## config.mk

```make
export PLATFORM = sky130hd
export DESIGN_NAME = date_text_parser_core_flat
export DESIGN_NICKNAME = d
export VERILOG_FILES = /design/src/rtl/dtp_pkg.sv /design/src/rtl/dtp_in_if.sv /design/src/rtl/dtp_out_if.sv /design/src/rtl/dtp_reader.sv /design/src/rtl/date_text_parser_core.sv /design/src/flat_wrapper.sv
export SDC_FILE = /design/constraint.sdc
export NUM_CORES = 1
export LEC_CHECK = 0
export BUFFER_PORTS_ARGS = -buffer_cell sky130_fd_sc_hd__buf_2
export CAP_MARGIN = 20
export CORE_ASPECT_RATIO = 1.4
export CORE_MARGIN = 2
export CORE_UTILIZATION = 59
export CTS_CLUSTER_DIAMETER = 80
export DETAILED_ROUTE_END_ITERATION = 10
export PLACE_DENSITY = 0.79
export SLEW_MARGIN = 25
export SYNTH_ARGS = -nofsm -noshare
export SYNTH_HDL_FRONTEND = slang
export SYNTH_SLANG_ARGS = --single-unit
```

## constraint.sdc

```tcl
create_clock -name clk -period 4.44 [get_ports clk]
set_input_delay 0.444 -clock clk [delete_from_list [all_inputs] [get_ports clk]]
set_output_delay 0.444 -clock clk [all_outputs]
set_load 0.01 [all_outputs]
```

## src/rtl/dtp_pkg.sv

```systemverilog
`default_nettype none

package dtp_pkg;

	// Default number width and the fixed result field width
	localparam int NUMBER_BITS_DEF = 16;
	localparam int RES_W = 16;
	localparam int MONTHS = 12;

	// Character codes
	localparam logic [7:0] CH_SPACE = 8'h20;
	localparam logic [7:0] CH_TAB   = 8'h09;
	localparam logic [7:0] CH_CR    = 8'h0D;
	localparam logic [7:0] CH_COMMA = 8'h2C;
	localparam logic [7:0] CH_SLASH = 8'h2F;
	localparam logic [7:0] CH_PLUS  = 8'h2B;
	localparam logic [7:0] CH_MINUS = 8'h2D;
	localparam logic [7:0] CH_ZERO  = 8'h30;
	localparam logic [7:0] CH_NINE  = 8'h39;

	// Result format and status codes
	typedef enum logic [1:0] {
		FMT_FULL  = 2'd0,
		FMT_SLASH = 2'd1,
		FMT_ABBR  = 2'd2
	} fmt_t;

	typedef enum logic [1:0] {
		ST_OK      = 2'd0,
		ST_MONTH   = 2'd1,
		ST_MISSING = 2'd2,
		ST_OVER    = 2'd3
	} status_t;

	// Number reader phase
	typedef enum logic [1:0] {
		PH_WS    = 2'd0,
		PH_SIGN  = 2'd1,
		PH_DIGIT = 2'd2,
		PH_DONE  = 2'd3
	} phase_t;

	typedef struct packed {
		logic neg;
		logic got;
		logic over;
	} rdr_flags_t;

	typedef struct packed {
		logic [RES_W-1:0] val;
		status_t          st;
	} num_res_t;

	// Month names, right aligned, first letter in the top used byte
	localparam logic [71:0] MONTH_STR [MONTHS] = '{
		72'("January"), 72'("February"), 72'("March"), 72'("April"),
		72'("May"), 72'("June"), 72'("July"), 72'("August"),
		72'("September"), 72'("October"), 72'("November"), 72'("December")
	};
	localparam logic [3:0] MONTH_LEN [MONTHS] = '{
		4'd7, 4'd8, 4'd5, 4'd5, 4'd3, 4'd4, 4'd4, 4'd6, 4'd9, 4'd7, 4'd8, 4'd8
	};

	// Character of month m at position pos, zero past its end
	function automatic logic [7:0] month_char(input int unsigned m, input logic [3:0] pos);
		logic [71:0] s;
		int unsigned len;
		s = MONTH_STR[m];
		len = int'(MONTH_LEN[m]);
		if (int'(pos) < len)
			return s[8*(len-1-int'(pos)) +: 8];
		else
			return 8'h00;
	endfunction

	// Final value and status of one number reader
	function automatic num_res_t take_num(input logic [RES_W-1:0] value,
			input rdr_flags_t fl, input logic present, input logic [RES_W-1:0] limit);
		num_res_t r;
		r.val = '0;
		r.st = ST_OK;
		if (!present || !fl.got) begin
			r.st = ST_MISSING;
		end else if (fl.neg) begin
			if (value != '0)
				r.st = ST_OVER;
		end else if (fl.over || value > limit) begin
			r.val = limit;
			r.st = ST_OVER;
		end else begin
			r.val = value;
		end
		return r;
	endfunction

endpackage

`default_nettype wire

```

## src/rtl/dtp_in_if.sv

```systemverilog
`default_nettype none

interface dtp_in_if;
	logic       valid;
	logic       ready;
	logic [7:0] char_code;
	logic       end_of_text;

	modport source(output valid, char_code, end_of_text, input ready);
	modport sink(input valid, char_code, end_of_text, output ready);
endinterface

`default_nettype wire

```

## src/rtl/dtp_out_if.sv

```systemverilog
`default_nettype none

interface dtp_out_if;
	logic        valid;
	logic        ready;
	logic [15:0] day_value;
	logic [3:0]  month_value;
	logic [15:0] year_value;
	logic [1:0]  format_kind;
	logic [1:0]  status_code;

	modport source(output valid, day_value, month_value, year_value, format_kind,
		status_code, input ready);
	modport sink(input valid, day_value, month_value, year_value, format_kind,
		status_code, output ready);
endinterface

`default_nettype wire

```

## src/rtl/dtp_reader.sv

```systemverilog
`default_nettype none

// Decimal number reader: skips whitespace, takes one sign, then digits.
module dtp_reader
	import dtp_pkg::*;
#(
	parameter int NUMBER_BITS = NUMBER_BITS_DEF
) (
	input  wire logic                  clk,
	input  wire logic                  arst_n,
	input  wire logic                  en,
	input  wire logic                  feed,
	input  wire logic                  start,
	input  wire logic                  clear,
	input  wire logic [7:0]            ch,
	output logic [((NUMBER_BITS >= RES_W) ? RES_W : NUMBER_BITS)-1:0] nxt_value,
	output rdr_flags_t                 nxt_flags
);

	localparam int VAL_W = (NUMBER_BITS >= RES_W) ? RES_W : NUMBER_BITS;

	phase_t            phase_q, phase_n;
	logic [VAL_W-1:0]  value_q;
	rdr_flags_t        flags_q;
	logic              is_ws, is_dig;
	logic [VAL_W+3:0]  prod;

	// Character classes and the times-ten update
	assign is_ws  = (ch == CH_SPACE) || (ch >= CH_TAB && ch <= CH_CR);
	assign is_dig = (ch >= CH_ZERO) && (ch <= CH_NINE);
	assign prod   = {value_q, 3'b000} + {2'b00, value_q, 1'b0} + {{VAL_W{1'b0}}, ch[3:0]};

	// Next reader state
	always_comb begin
		phase_n   = phase_q;
		nxt_value = value_q;
		nxt_flags = flags_q;
		if (feed) begin
			unique case (phase_q)
				PH_DONE: ;
				PH_WS, PH_SIGN, PH_DIGIT: begin
					if (phase_q == PH_WS && is_ws) begin
						phase_n = PH_WS;
					end else if (phase_q == PH_WS && (ch == CH_PLUS || ch == CH_MINUS)) begin
						nxt_flags.neg = (ch == CH_MINUS);
						phase_n = PH_SIGN;
					end else if (!is_dig) begin
						phase_n = PH_DONE;
					end else begin
						nxt_flags.got = 1'b1;
						phase_n = PH_DIGIT;
						if (!flags_q.over) begin
							if (prod[VAL_W+3:VAL_W] != 4'd0) begin
								nxt_value = '1;
								nxt_flags.over = 1'b1;
							end else begin
								nxt_value = prod[VAL_W-1:0];
							end
						end
					end
				end
				default: phase_n = phase_q;
			endcase
		end
		if (start) begin
			phase_n   = PH_WS;
			nxt_value = '0;
			nxt_flags = '0;
		end
	end

	// Reader registers
	always_ff @(posedge clk or negedge arst_n) begin
		if (!arst_n) begin
			phase_q <= PH_WS;
			value_q <= '0;
			flags_q <= '0;
		end else if (en) begin
			if (clear) begin
				phase_q <= PH_WS;
				value_q <= '0;
				flags_q <= '0;
			end else begin
				phase_q <= phase_n;
				value_q <= nxt_value;
				flags_q <= nxt_flags;
			end
		end
	end

endmodule

`default_nettype wire

```

## src/rtl/date_text_parser_core.sv

```systemverilog
`default_nettype none

// Channel  Dir  Payload                                            Request ends
// -------  ---  -------------------------------------------------  ---------------
// chars    in   char_code[7:0], end_of_text                        valid && ready
// result   out  day_value, month_value, year_value, format_kind,   valid && ready
//               status_code
//
// One character is taken every cycle unless chars.ready is low; each passes an input
// register and one update stage, and a result is registered from its final character.
// The update stage holds all parse state and reruns it from the initial
// state after each result. Reset clears the parse state and both valid bits.
// chars.ready drops only while a final character waits behind a result that
// has not been taken.
module date_text_parser_core
	import dtp_pkg::*;
#(
	parameter int NUMBER_BITS = NUMBER_BITS_DEF
) (
	input  wire logic  clk,
	input  wire logic  arst_n,
	dtp_in_if.sink     chars,
	dtp_out_if.source  result
);

	localparam int VAL_W = (NUMBER_BITS >= RES_W) ? RES_W : NUMBER_BITS;
	localparam int NRDR = 6;
	localparam int RD_LEAD = 0;
	localparam int RD_SP1 = 1;
	localparam int RD_SL1 = 2;
	localparam int RD_SLN = 3;
	localparam int RD_COM = 4;
	localparam int RD_SPN = 5;
	localparam logic [RES_W-1:0] NUM_LIMIT = RES_W'({VAL_W{1'b1}});
	localparam logic [RES_W-1:0] MONTH_LIMIT = RES_W'(MONTHS);
	localparam logic [3:0] ABBR_LEN = 4'd3;
	localparam logic [3:0] TOK_MAX = 4'd15;

	// Input register
	logic       valid_s1;
	logic [7:0] char_s1;
	logic       end_s1;
	logic       adv;

	// Parse state
	logic [MONTHS-1:0] name_q, name_n, abbr_q, abbr_n;
	logic [3:0]        tok_q, tok_n;
	logic              space_q, comma_q, slash_q;
	logic              space_n, comma_n, slash_n;
	logic              is_sp, is_comma, is_slash;

	// Readers
	logic [NRDR-1:0]  feed, start;
	logic [VAL_W-1:0] rd_val [NRDR];
	rdr_flags_t       rd_fl [NRDR];

	// Result
	fmt_t        fmt_n;
	logic [3:0]  month_n;
	num_res_t    day_r, mon_r, year_r;
	status_t     st_n;
	logic        res_valid_q;
	logic [15:0] day_q, year_q;
	logic [3:0]  month_q;
	fmt_t        fmt_q;
	status_t     st_q;

	// Handshake: stall only a final character behind a waiting result
	assign adv = valid_s1 && (!end_s1 || !res_valid_q || result.ready);
	assign chars.ready = !valid_s1 || adv;

	always_ff @(posedge clk or negedge arst_n) begin
		if (!arst_n) begin
			valid_s1 <= 1'b0;
		end else if (chars.ready) begin
			valid_s1 <= chars.valid;
		end
	end

	always_ff @(posedge clk) begin
		if (chars.ready && chars.valid) begin
			char_s1 <= chars.char_code;
			end_s1  <= chars.end_of_text;
		end
	end

	// Delimiters and reader control
	assign is_sp    = (char_s1 == CH_SPACE);
	assign is_comma = (char_s1 == CH_COMMA);
	assign is_slash = (char_s1 == CH_SLASH);

	always_comb begin
		feed = '0;
		feed[RD_LEAD] = 1'b1;
		feed[RD_SP1]  = space_q;
		feed[RD_SPN]  = space_q;
		feed[RD_SL1]  = slash_q;
		feed[RD_SLN]  = slash_q;
		feed[RD_COM]  = comma_q;
		start = '0;
		start[RD_SP1] = is_sp && !space_q;
		start[RD_SPN] = is_sp;
		start[RD_SL1] = is_slash && !slash_q;
		start[RD_SLN] = is_slash;
		start[RD_COM] = is_comma && !comma_q;
	end

	for (genvar k = 0; k < NRDR; k++) begin : g_rdr
		dtp_reader #(.NUMBER_BITS(NUMBER_BITS)) u_rdr (
			.clk      (clk),
			.arst_n   (arst_n),
			.en       (adv),
			.feed     (feed[k]),
			.start    (start[k]),
			.clear    (end_s1),
			.ch       (char_s1),
			.nxt_value(rd_val[k]),
			.nxt_flags(rd_fl[k])
		);
	end

	// Month name match over the first token
	always_comb begin
		name_n  = name_q;
		abbr_n  = abbr_q;
		tok_n   = tok_q;
		space_n = space_q || is_sp;
		comma_n = comma_q || is_comma;
		slash_n = slash_q || is_slash;
		if (!space_q && !is_sp) begin
			for (int i = 0; i < MONTHS; i++) begin
				if (tok_q >= MONTH_LEN[i] || char_s1 != month_char(i, tok_q))
					name_n[i] = 1'b0;
				if (tok_q < ABBR_LEN && char_s1 != month_char(i, tok_q))
					abbr_n[i] = 1'b0;
			end
			if (tok_q < TOK_MAX)
				tok_n = tok_q + 4'd1;
		end
	end

	// Result from the updated state
	always_comb begin
		if (comma_n)
			fmt_n = FMT_FULL;
		else if (slash_n)
			fmt_n = FMT_SLASH;
		else
			fmt_n = FMT_ABBR;

		month_n = 4'd0;
		for (int i = 0; i < MONTHS; i++) begin
			if (fmt_n == FMT_FULL && name_n[i] && tok_n == MONTH_LEN[i])
				month_n = 4'(i + 1);
			if (fmt_n == FMT_ABBR && abbr_n[i] && tok_n == ABBR_LEN)
				month_n = 4'(i + 1);
		end

		if (fmt_n == FMT_SLASH) begin
			day_r  = take_num(RES_W'(rd_val[RD_LEAD]), rd_fl[RD_LEAD], 1'b1, NUM_LIMIT);
			mon_r  = take_num(RES_W'(rd_val[RD_SL1]), rd_fl[RD_SL1], 1'b1, MONTH_LIMIT);
			year_r = take_num(RES_W'(rd_val[RD_SLN]), rd_fl[RD_SLN], 1'b1, NUM_LIMIT);
		end else begin
			day_r  = take_num(RES_W'(rd_val[RD_SP1]), rd_fl[RD_SP1], space_n, NUM_LIMIT);
			mon_r.val = RES_W'(month_n);
			mon_r.st  = (month_n == 4'd0) ? ST_MONTH : ST_OK;
			if (fmt_n == FMT_FULL)
				year_r = take_num(RES_W'(rd_val[RD_COM]), rd_fl[RD_COM], 1'b1, NUM_LIMIT);
			else
				year_r = take_num(RES_W'(rd_val[RD_SPN]), rd_fl[RD_SPN], space_n, NUM_LIMIT);
		end

		// first fault in reading order
		if (fmt_n == FMT_SLASH) begin
			if (day_r.st != ST_OK)
				st_n = day_r.st;
			else if (mon_r.st != ST_OK)
				st_n = mon_r.st;
			else
				st_n = year_r.st;
		end else begin
			if (mon_r.st != ST_OK)
				st_n = mon_r.st;
			else if (day_r.st != ST_OK)
				st_n = day_r.st;
			else
				st_n = year_r.st;
		end
	end

	// Parse state registers, back to initial after each result
	always_ff @(posedge clk or negedge arst_n) begin
		if (!arst_n) begin
			name_q  <= '1;
			abbr_q  <= '1;
			tok_q   <= '0;
			space_q <= 1'b0;
			comma_q <= 1'b0;
			slash_q <= 1'b0;
		end else if (adv) begin
			if (end_s1) begin
				name_q  <= '1;
				abbr_q  <= '1;
				tok_q   <= '0;
				space_q <= 1'b0;
				comma_q <= 1'b0;
				slash_q <= 1'b0;
			end else begin
				name_q  <= name_n;
				abbr_q  <= abbr_n;
				tok_q   <= tok_n;
				space_q <= space_n;
				comma_q <= comma_n;
				slash_q <= slash_n;
			end
		end
	end

	// Result register
	always_ff @(posedge clk or negedge arst_n) begin
		if (!arst_n) begin
			res_valid_q <= 1'b0;
		end else if (adv && end_s1) begin
			res_valid_q <= 1'b1;
		end else if (result.ready) begin
			res_valid_q <= 1'b0;
		end
	end

	always_ff @(posedge clk) begin
		if (adv && end_s1) begin
			day_q   <= day_r.val;
			month_q <= mon_r.val[3:0];
			year_q  <= year_r.val;
			fmt_q   <= fmt_n;
			st_q    <= st_n;
		end
	end

	assign result.valid       = res_valid_q;
	assign result.day_value   = day_q;
	assign result.month_value = month_q;
	assign result.year_value  = year_q;
	assign result.format_kind = fmt_q;
	assign result.status_code = st_q;

endmodule

`default_nettype wire

```

## src/flat_wrapper.sv

```systemverilog
// flat-port wrapper written by rule: the top's interface ports become plain ports
module date_text_parser_core_flat import dtp_pkg::*;
#(
	parameter int NUMBER_BITS = NUMBER_BITS_DEF
)
  (clk, arst_n, chars_valid, chars_char_code, chars_end_of_text, chars_ready, result_valid, result_day_value, result_month_value, result_year_value, result_format_kind, result_status_code, result_ready);
  dtp_in_if chars_i ();
  dtp_out_if result_i ();
  input  wire logic clk;
  input  wire logic arst_n;
  input wire logic [$bits(chars_i.valid)-1:0] chars_valid;
  input wire logic [$bits(chars_i.char_code)-1:0] chars_char_code;
  input wire logic [$bits(chars_i.end_of_text)-1:0] chars_end_of_text;
  output wire logic [$bits(chars_i.ready)-1:0] chars_ready;
  output wire logic [$bits(result_i.valid)-1:0] result_valid;
  output wire logic [$bits(result_i.day_value)-1:0] result_day_value;
  output wire logic [$bits(result_i.month_value)-1:0] result_month_value;
  output wire logic [$bits(result_i.year_value)-1:0] result_year_value;
  output wire logic [$bits(result_i.format_kind)-1:0] result_format_kind;
  output wire logic [$bits(result_i.status_code)-1:0] result_status_code;
  input wire logic [$bits(result_i.ready)-1:0] result_ready;
  assign chars_i.valid = chars_valid;
  assign chars_i.char_code = chars_char_code;
  assign chars_i.end_of_text = chars_end_of_text;
  assign chars_ready = chars_i.ready;
  assign result_valid = result_i.valid;
  assign result_day_value = result_i.day_value;
  assign result_month_value = result_i.month_value;
  assign result_year_value = result_i.year_value;
  assign result_format_kind = result_i.format_kind;
  assign result_status_code = result_i.status_code;
  assign result_i.ready = result_ready;
  date_text_parser_core #(.NUMBER_BITS(NUMBER_BITS)) u_core (.clk(clk), .arst_n(arst_n), .chars(chars_i), .result(result_i));
endmodule
```

---- Word level (Yosys, flattened, before mapping) ----
Index checks and enable logic that the tools add are counted.
operators by class
  add/subtract/negate cells ............... 20
  multipliers ............................. 0
  div/mod/pow operators ................... 0
  magnitude comparators ................... 26
  eq/ne operators ......................... 38
  shift operators ......................... 12
  mux-type cells .......................... 283
  bitwise operators ....................... 0
  reduce and logical (&&, ||, !) cells .... 165
operators by type and width
  cell                        number
  $mux W16                    67
  $shiftx A72 B33 Y8 const A  12
  $mux W8                     24
  $mux W2                     81
  $add A19 B17 Y20            6
  $add A20 B4 Y20             6
  $mux W3                     36
  $ne A8 B8 Y1                12
  $reduce_bool A16 Y1         6
  $logic_and A1 B1 Y1         81
  $gt A16 B16 Y1 const B      5
  $mux W4                     16
  $mux W18                    3
  $mux W1                     51
  $mux W12                    4
  $eq A8 B6 Y1 const B        5
  $reduce_bool A3 Y1          10
  $logic_or A1 B1 Y1          28
  $reduce_bool A4 Y1          6
  $sub A3 B4 Y5 const A       4
  $reduce_or A3 Y1            6
  $eq A4 B3 Y1 const B        4
  $ge A4 B3 Y1 const B        4
  $gt A16 B4 Y1 const B       1
  23 further kinds            66
word-level totals
  flip-flop bits (word level) ............. 208
  latch bits .............................. 0
  memory bits (writable) .................. 0
  memory bits (read-only) ................. 0
  input port bits ......................... 13
  output and inout bits ................... 42
  word-level logic and storage cells ...... 589
  memories kept ........................... 0

---- Depth between registers and ports, before layout ----
  depth after elaboration ................. 41
  depth in mapped cells ................... 20
  mapped depth without buffers ............ 14

---- Cells and area by module ----
From an unflattened synthesis, not the netlist that was laid out.
unflattened totals
  cells, all modules ...................... 2602
  area total of the unflattened synthesis .. 21434.3 um^2
modules (own cells, without submodules)
  module                                  instances  cells an instance  area an instance (um^2)  seq. area each (um^2)
  dtp_reader (u_core.g_rdr[0].u_rdr ...)  5          274                2298.5                   525.5
  date_text_parser_core                   1          917                7382.1                   2327.2
  dtp_reader (u_core.g_rdr[5].u_rdr)      1          315                2560.0                   525.5

---- Worst setup path before layout ----
No wires, ideal clock.
  kind .................................... register to register
  from .................................... register u_core.char_s1[3]
  to ...................................... register u_core.st_q[1] (netlist: u_core.result.status_code[1]), data pin
  setup time .............................. 273 ps
  data arrival time ....................... 4060 ps
  required time ........................... 4167 ps
  path slack .............................. 106 ps
  stages on the path, launching flop included .. 15
  buffers on the path ..................... 1
  path through ............................ edfxtp_1 fa_1 fa_1 a211oi_1 o21ai_0 a311o_1 a21oi_1 o211ai_2 buf_2 or2_2 o221ai_1 nor4bb_1 nand3_1 a211oi_1 o221ai_1
between the ends
  longest elaborated chain between the ends .. 38
  elaborated cells on any way between the ends .. 350
  classes of those cells .................. add/sub (6); order compare (10); eq/ne (26); mux (185); reduce/logical (123)
RTL lines
  what                              line                                                        source
  start, declared                   date_text_parser_core.sv:41                                 logic [7:0] char_s1;
  start signal, assigned            date_text_parser_core.sv:82                                 char_s1 <= chars.char_code;
  $eq A8 B6 Y1                      date_text_parser_core.sv:90                                 assign is_slash = (char_s1 == CH_SLASH);
  $logic_or A1 B1 Y1                date_text_parser_core.sv:129                                slash_n = slash_q || is_slash;
  $mux W2                           date_text_parser_core.sv:146                                else if (slash_n)
  $mux W2                           date_text_parser_core.sv:144                                if (comma_n)
  $logic_not A2 Y1                  date_text_parser_core.sv:153, date_text_parser_core.sv:167
  $logic_and A1 B1 Y1 (2 in a row)  date_text_parser_core.sv:153                                if (fmt_n == FMT_FULL && name_n[i] && tok_n == MONTH_LEN[i])
  $mux W1                           date_text_parser_core.sv:153
  $mux W1                           date_text_parser_core.sv:155                                if (fmt_n == FMT_ABBR && abbr_n[i] && tok_n == ABBR_LEN)
  [... 22 more ...]                 --
  $logic_not A4 Y1                  date_text_parser_core.sv:166                                mon_r.st = (month_n == 4'd0) ? ST_MONTH : ST_OK;
  $mux W1                           date_text_parser_core.sv:166
  $mux W6                           date_text_parser_core.sv:159                                if (fmt_n == FMT_SLASH) begin
  $reduce_bool A2 Y1                date_text_parser_core.sv:177, date_text_parser_core.sv:182
  $mux W2                           date_text_parser_core.sv:177                                else if (mon_r.st != ST_OK)
  $mux W2                           date_text_parser_core.sv:175                                if (day_r.st != ST_OK)
  $mux W2 *                         date_text_parser_core.sv:174                                if (fmt_n == FMT_SLASH) begin
  via u_core.st_n[1]                date_text_parser_core.sv:61                                 status_t st_n;
  end signal, assigned              date_text_parser_core.sv:236                                st_q <= st_n;
  end, declared                     date_text_parser_core.sv:66                                 status_t st_q;
Mark *: on every way through the listed nets, which the timed path passes. The rest lies on a longest branch.
A chain may end at the register's enable or synchronous reset.

---- Final worst setup path ----
  from .................................... register u_core.char_s1[3]
  to ...................................... register u_core.st_q[0] (netlist: u_core.result.status_code[0]), data pin
Same word-level chain as after synthesis.

==> summary.txt <==
Hold_ws: 0.0696 ns
Failing checks: negative setup slack
Synthesized area per cell: 8.09 um2
CTS buffer count: 25
Number of synthesized flops with an enable pin: 49
Distinct cells, synth: 119
Fmax: 0.222 GHz
Final GP Congestion: 1.01
Dpl hpwl: 53900 um
Wirelength, routed: 73700 um
Most frequent cells in the layout: 280 x o21ai_0, 274 x nand2_1, 254 x buf_4, 193 x nor2_1, 192 x ha_1
Final instance area: 0.0246 mm2
H-Tree Depth: 1
Ant. Diodes: 0
Floorplan row count: 81
Crit-path most repeated cell: buf_4
First-pass GRT wire length: 115000 um
Root Driver: clkbuf_16
Register area: 0.00548 mm2
Die span in x: 163 um
Core ar.: 0.0350 mm2
Largest family of logic cells by synthesized area: compound AO/OA/AOI/OAI gates
Residual DRC: 0
Routed WL per cell: 22.6 um
Maximum vdd drop: 304 uV
Hold-critical path depth: 1
Syn nets: 2811
IO Port Bufs: 54
R2r worst-path depth: 21
Vias per inst: 7.00
Layout area overhead: 17.6%
Tot GR Track Use: 38.9%
Final core utilization: 70.3%
Crit Path Category: reg -> reg
Post-Synth Adder-Cell Area: 13.2%
Via count: 22800
Worst EP arrival: 4.78 ns
Final worst slack: -0.0612 ns
I/O Pins: 55
Max-slew headroom: 29.1%
Mapped Area: 0.0209 mm2
Worst path max stage delay: 0.38 ns
CTS tree: yes
DP Area: 0.0230 mm2
Setup crit end kind: flip-flop
Worst-path clk slew: 0.06 ns
Routed Antenna Nets: 0
Starting density of the core: 59.8%
Fin nets: 3015
Post-synthesis compound-gate area fraction: 30.8%
Ys async rst share: 76.4%
RSZ-0062 raised after global routing: true
Layout cells sized above 1: 19.3%
Total clock sinks: 208
Critical Path Fanout Max: 4
Ys Warns: 0
Dominant synthesized flop cell: dfrtp_1
Vias in the first global route: 22000
Multi-input combinational cell area: 0.0152 mm2
Crit share post-route: 101%
Die ar.: 0.0370 mm2
1st-iter DRT viols: 2165
Post-synthesis simple-gate area fraction: 21.3%
Die Height: 227 um
Crit path required time: 4.72 ns
DRT Pass-1 Iters: 8
PD cells: 247 mW/mm2
Slowest cell on crit path: edfxtp_1
Fill count: 2812
Xor and xnor fraction of the mapped netlist area: 3.79%
Final setup vio count: 2
Clock Skew: 0.0219 ns
Leakage: 11.3 nW
Mux contribution to synthesized area: 0.682%
Post-Place Setup Slack: -0.352 ns
Most common cell after layout, fill and taps aside: o21ai_0
CP Cell Sequence: buf_4 -> fa_2 -> ha_1 -> o21ai_1 -> o21ai_2 -> a31oi_4 -> buf_4 -> buf_4 -> buf_4 -> buf_4 -> o21bai_1 -> xor2_1 -> o31a_1 -> nand4bb_1 -> a211oi_2 -> buf_4 -> buf_4 -> a21oi_1 -> buf_4 -> o21ai_1 -> o211ai_1
GR Overflow Total: 0
Post-Synthesis Cells: 2585
Part of the Yosys area used for sequential elements: 26.2%
Clock period minus worst slack: 4.50 ns
Outcome: complete, but fails checks
Final hold violations: 0
Worst Hold Class: in -> reg
Max-cap violations: 0
Post-synthesis register bit count: 208
Maximum root-to-sink buffer count: 3
Worst Setup Start Kind: flip-flop
Pins Over Slew Limit: 0
Slew @ Worst Pin: 1.06 ns
Initial antenna violation count: 0
Worst skew pair latency: 0.55 ns
Largest net degree at the start of global routing: 99
layer usage:
layer	vias to the layer above	global-route usage, %	routed length (um)
met3	418	6.11	6460
met2	1435	66.1	35400
met1	10700	44.7	26000
met5	-	0	0
met4	0	26.7	5790
li1	10300	-	-
flip-flops by register name, indices dropped and copies added, names as in the netlist:
register                    flops
u_core.name_q                  12
u_core.result.format_kind       2
u_core.space_q                  1
u_core.end_s1                   1
u_core.result.year_value       16
u_core.g_rdr.u_rdr.flags_q     18
u_core.slash_q                  1
u_core.comma_q                  1
u_core.result.month_value       4
u_core.g_rdr.u_rdr.phase_q     12
u_core.char_s1                  8
u_core.valid_s1                 1
u_core.tok_q                    4
u_core.g_rdr.u_rdr.value_q     96
u_core.abbr_q                  12
u_core.result.status_code       2
u_core.result.valid             1
u_core.result.day_value        16
layout make-up:
type	count	area share (%)
clock buffer	31	2.72
multi-input combinational	2170	61.7
inverter	68	1.05
clock inverter	14	0.443
tap	456	2.32
timing repair buffer	316	9.45
sequential	208	22.3
worst max-delay path, delay by kind of cell (launching register included):
kind                     cells  cell delay, ns
flip-flops                   1            0.38
buffers and inverters        8            1.10
XOR/XNOR                     1            0.14
adder cells (fa/ha/maj)      2            0.70
AND/OR/NAND/NOR              1            0.20
AO/OA/AOI/OAI                9            1.69
cell usage after synthesis, types with 39 or more instances:
cell	number	area (um2)
a21o_1	46	345
a21oi_1	179	896
clkbuf_1	95	357
dfrtp_1	135	3380
edfxtp_1	49	1470
ha_1	201	2510
inv_1	65	244
nand2_1	277	1040
nand3_1	72	360
nor2_1	195	732
nor3_1	55	275
o21a_1	39	293
o21ai_0	286	1430
xnor2_1	48	420
final timing paths:
| kind | slack, ns | to | from |
|---|---|---|---|
| max in group asynchronous | 3.36 | u_core.name_q[3] | arst_n |
| worst min-delay path | 0.07 | u_core.char_s1[4] | chars_char_code[4] |
| worst max register to register | -0.06 | u_core.result.status_code[0] | u_core.char_s1[3] |
| worst min register to register | 0.46 | u_core.name_q[11] | u_core.name_q[11] |
| min in group asynchronous | 0.38 | u_core.g_rdr[0].u_rdr.value_q[12] | arst_n |
| worst max-delay path | -0.06 | u_core.result.status_code[0] | u_core.char_s1[3] |
timing repair:
item	in CTS	in global routing
cloned	0	1
hold endpoints to repair	0	29
resized for setup	44	65
hold buffers	0	1
pin swaps	20	49
buffers inserted	9	14
endpoints found under the setup margin	6	18
power by group:
group	switching [mW]	total, mW	leakage [nW]	internal, mW
Sequential	0.0848	2.18	2.59	2.10
Combinational	1.17	1.87	8.37	0.704
Clock	0.894	2.03	0.388	1.14
per-stage QoR:
| step | std cells | total power, mW | TNS, ns |
|---|---|---|---|
| 2_1_floorplan | 2585 | 3.43 | 0 |
| 3_3_place_gp | 3192 | 3.94 | -0.564 |
| 3_5_place_dp | 3192 | 3.99 | -0.741 |
| 4_1_cts | 3246 | 6.00 | 0 |
| 5_1_grt | 3263 | 6.32 | -0.384 |
| 6_report | 3263 | 6.08 | -0.117 |
cell families (layout without fill, tap and decap cells):
kind of cell / count (synthesis) / in the layout
compound gates: 967 / 968
simple gates: 888 / 888
fa+ha+maj: 213 / 213
flops: 208 / 208
buf+inv: 208 / 429
xor+xnor: 88 / 88
mux: 13 / 13
Power figures use the tool's default switching activity.
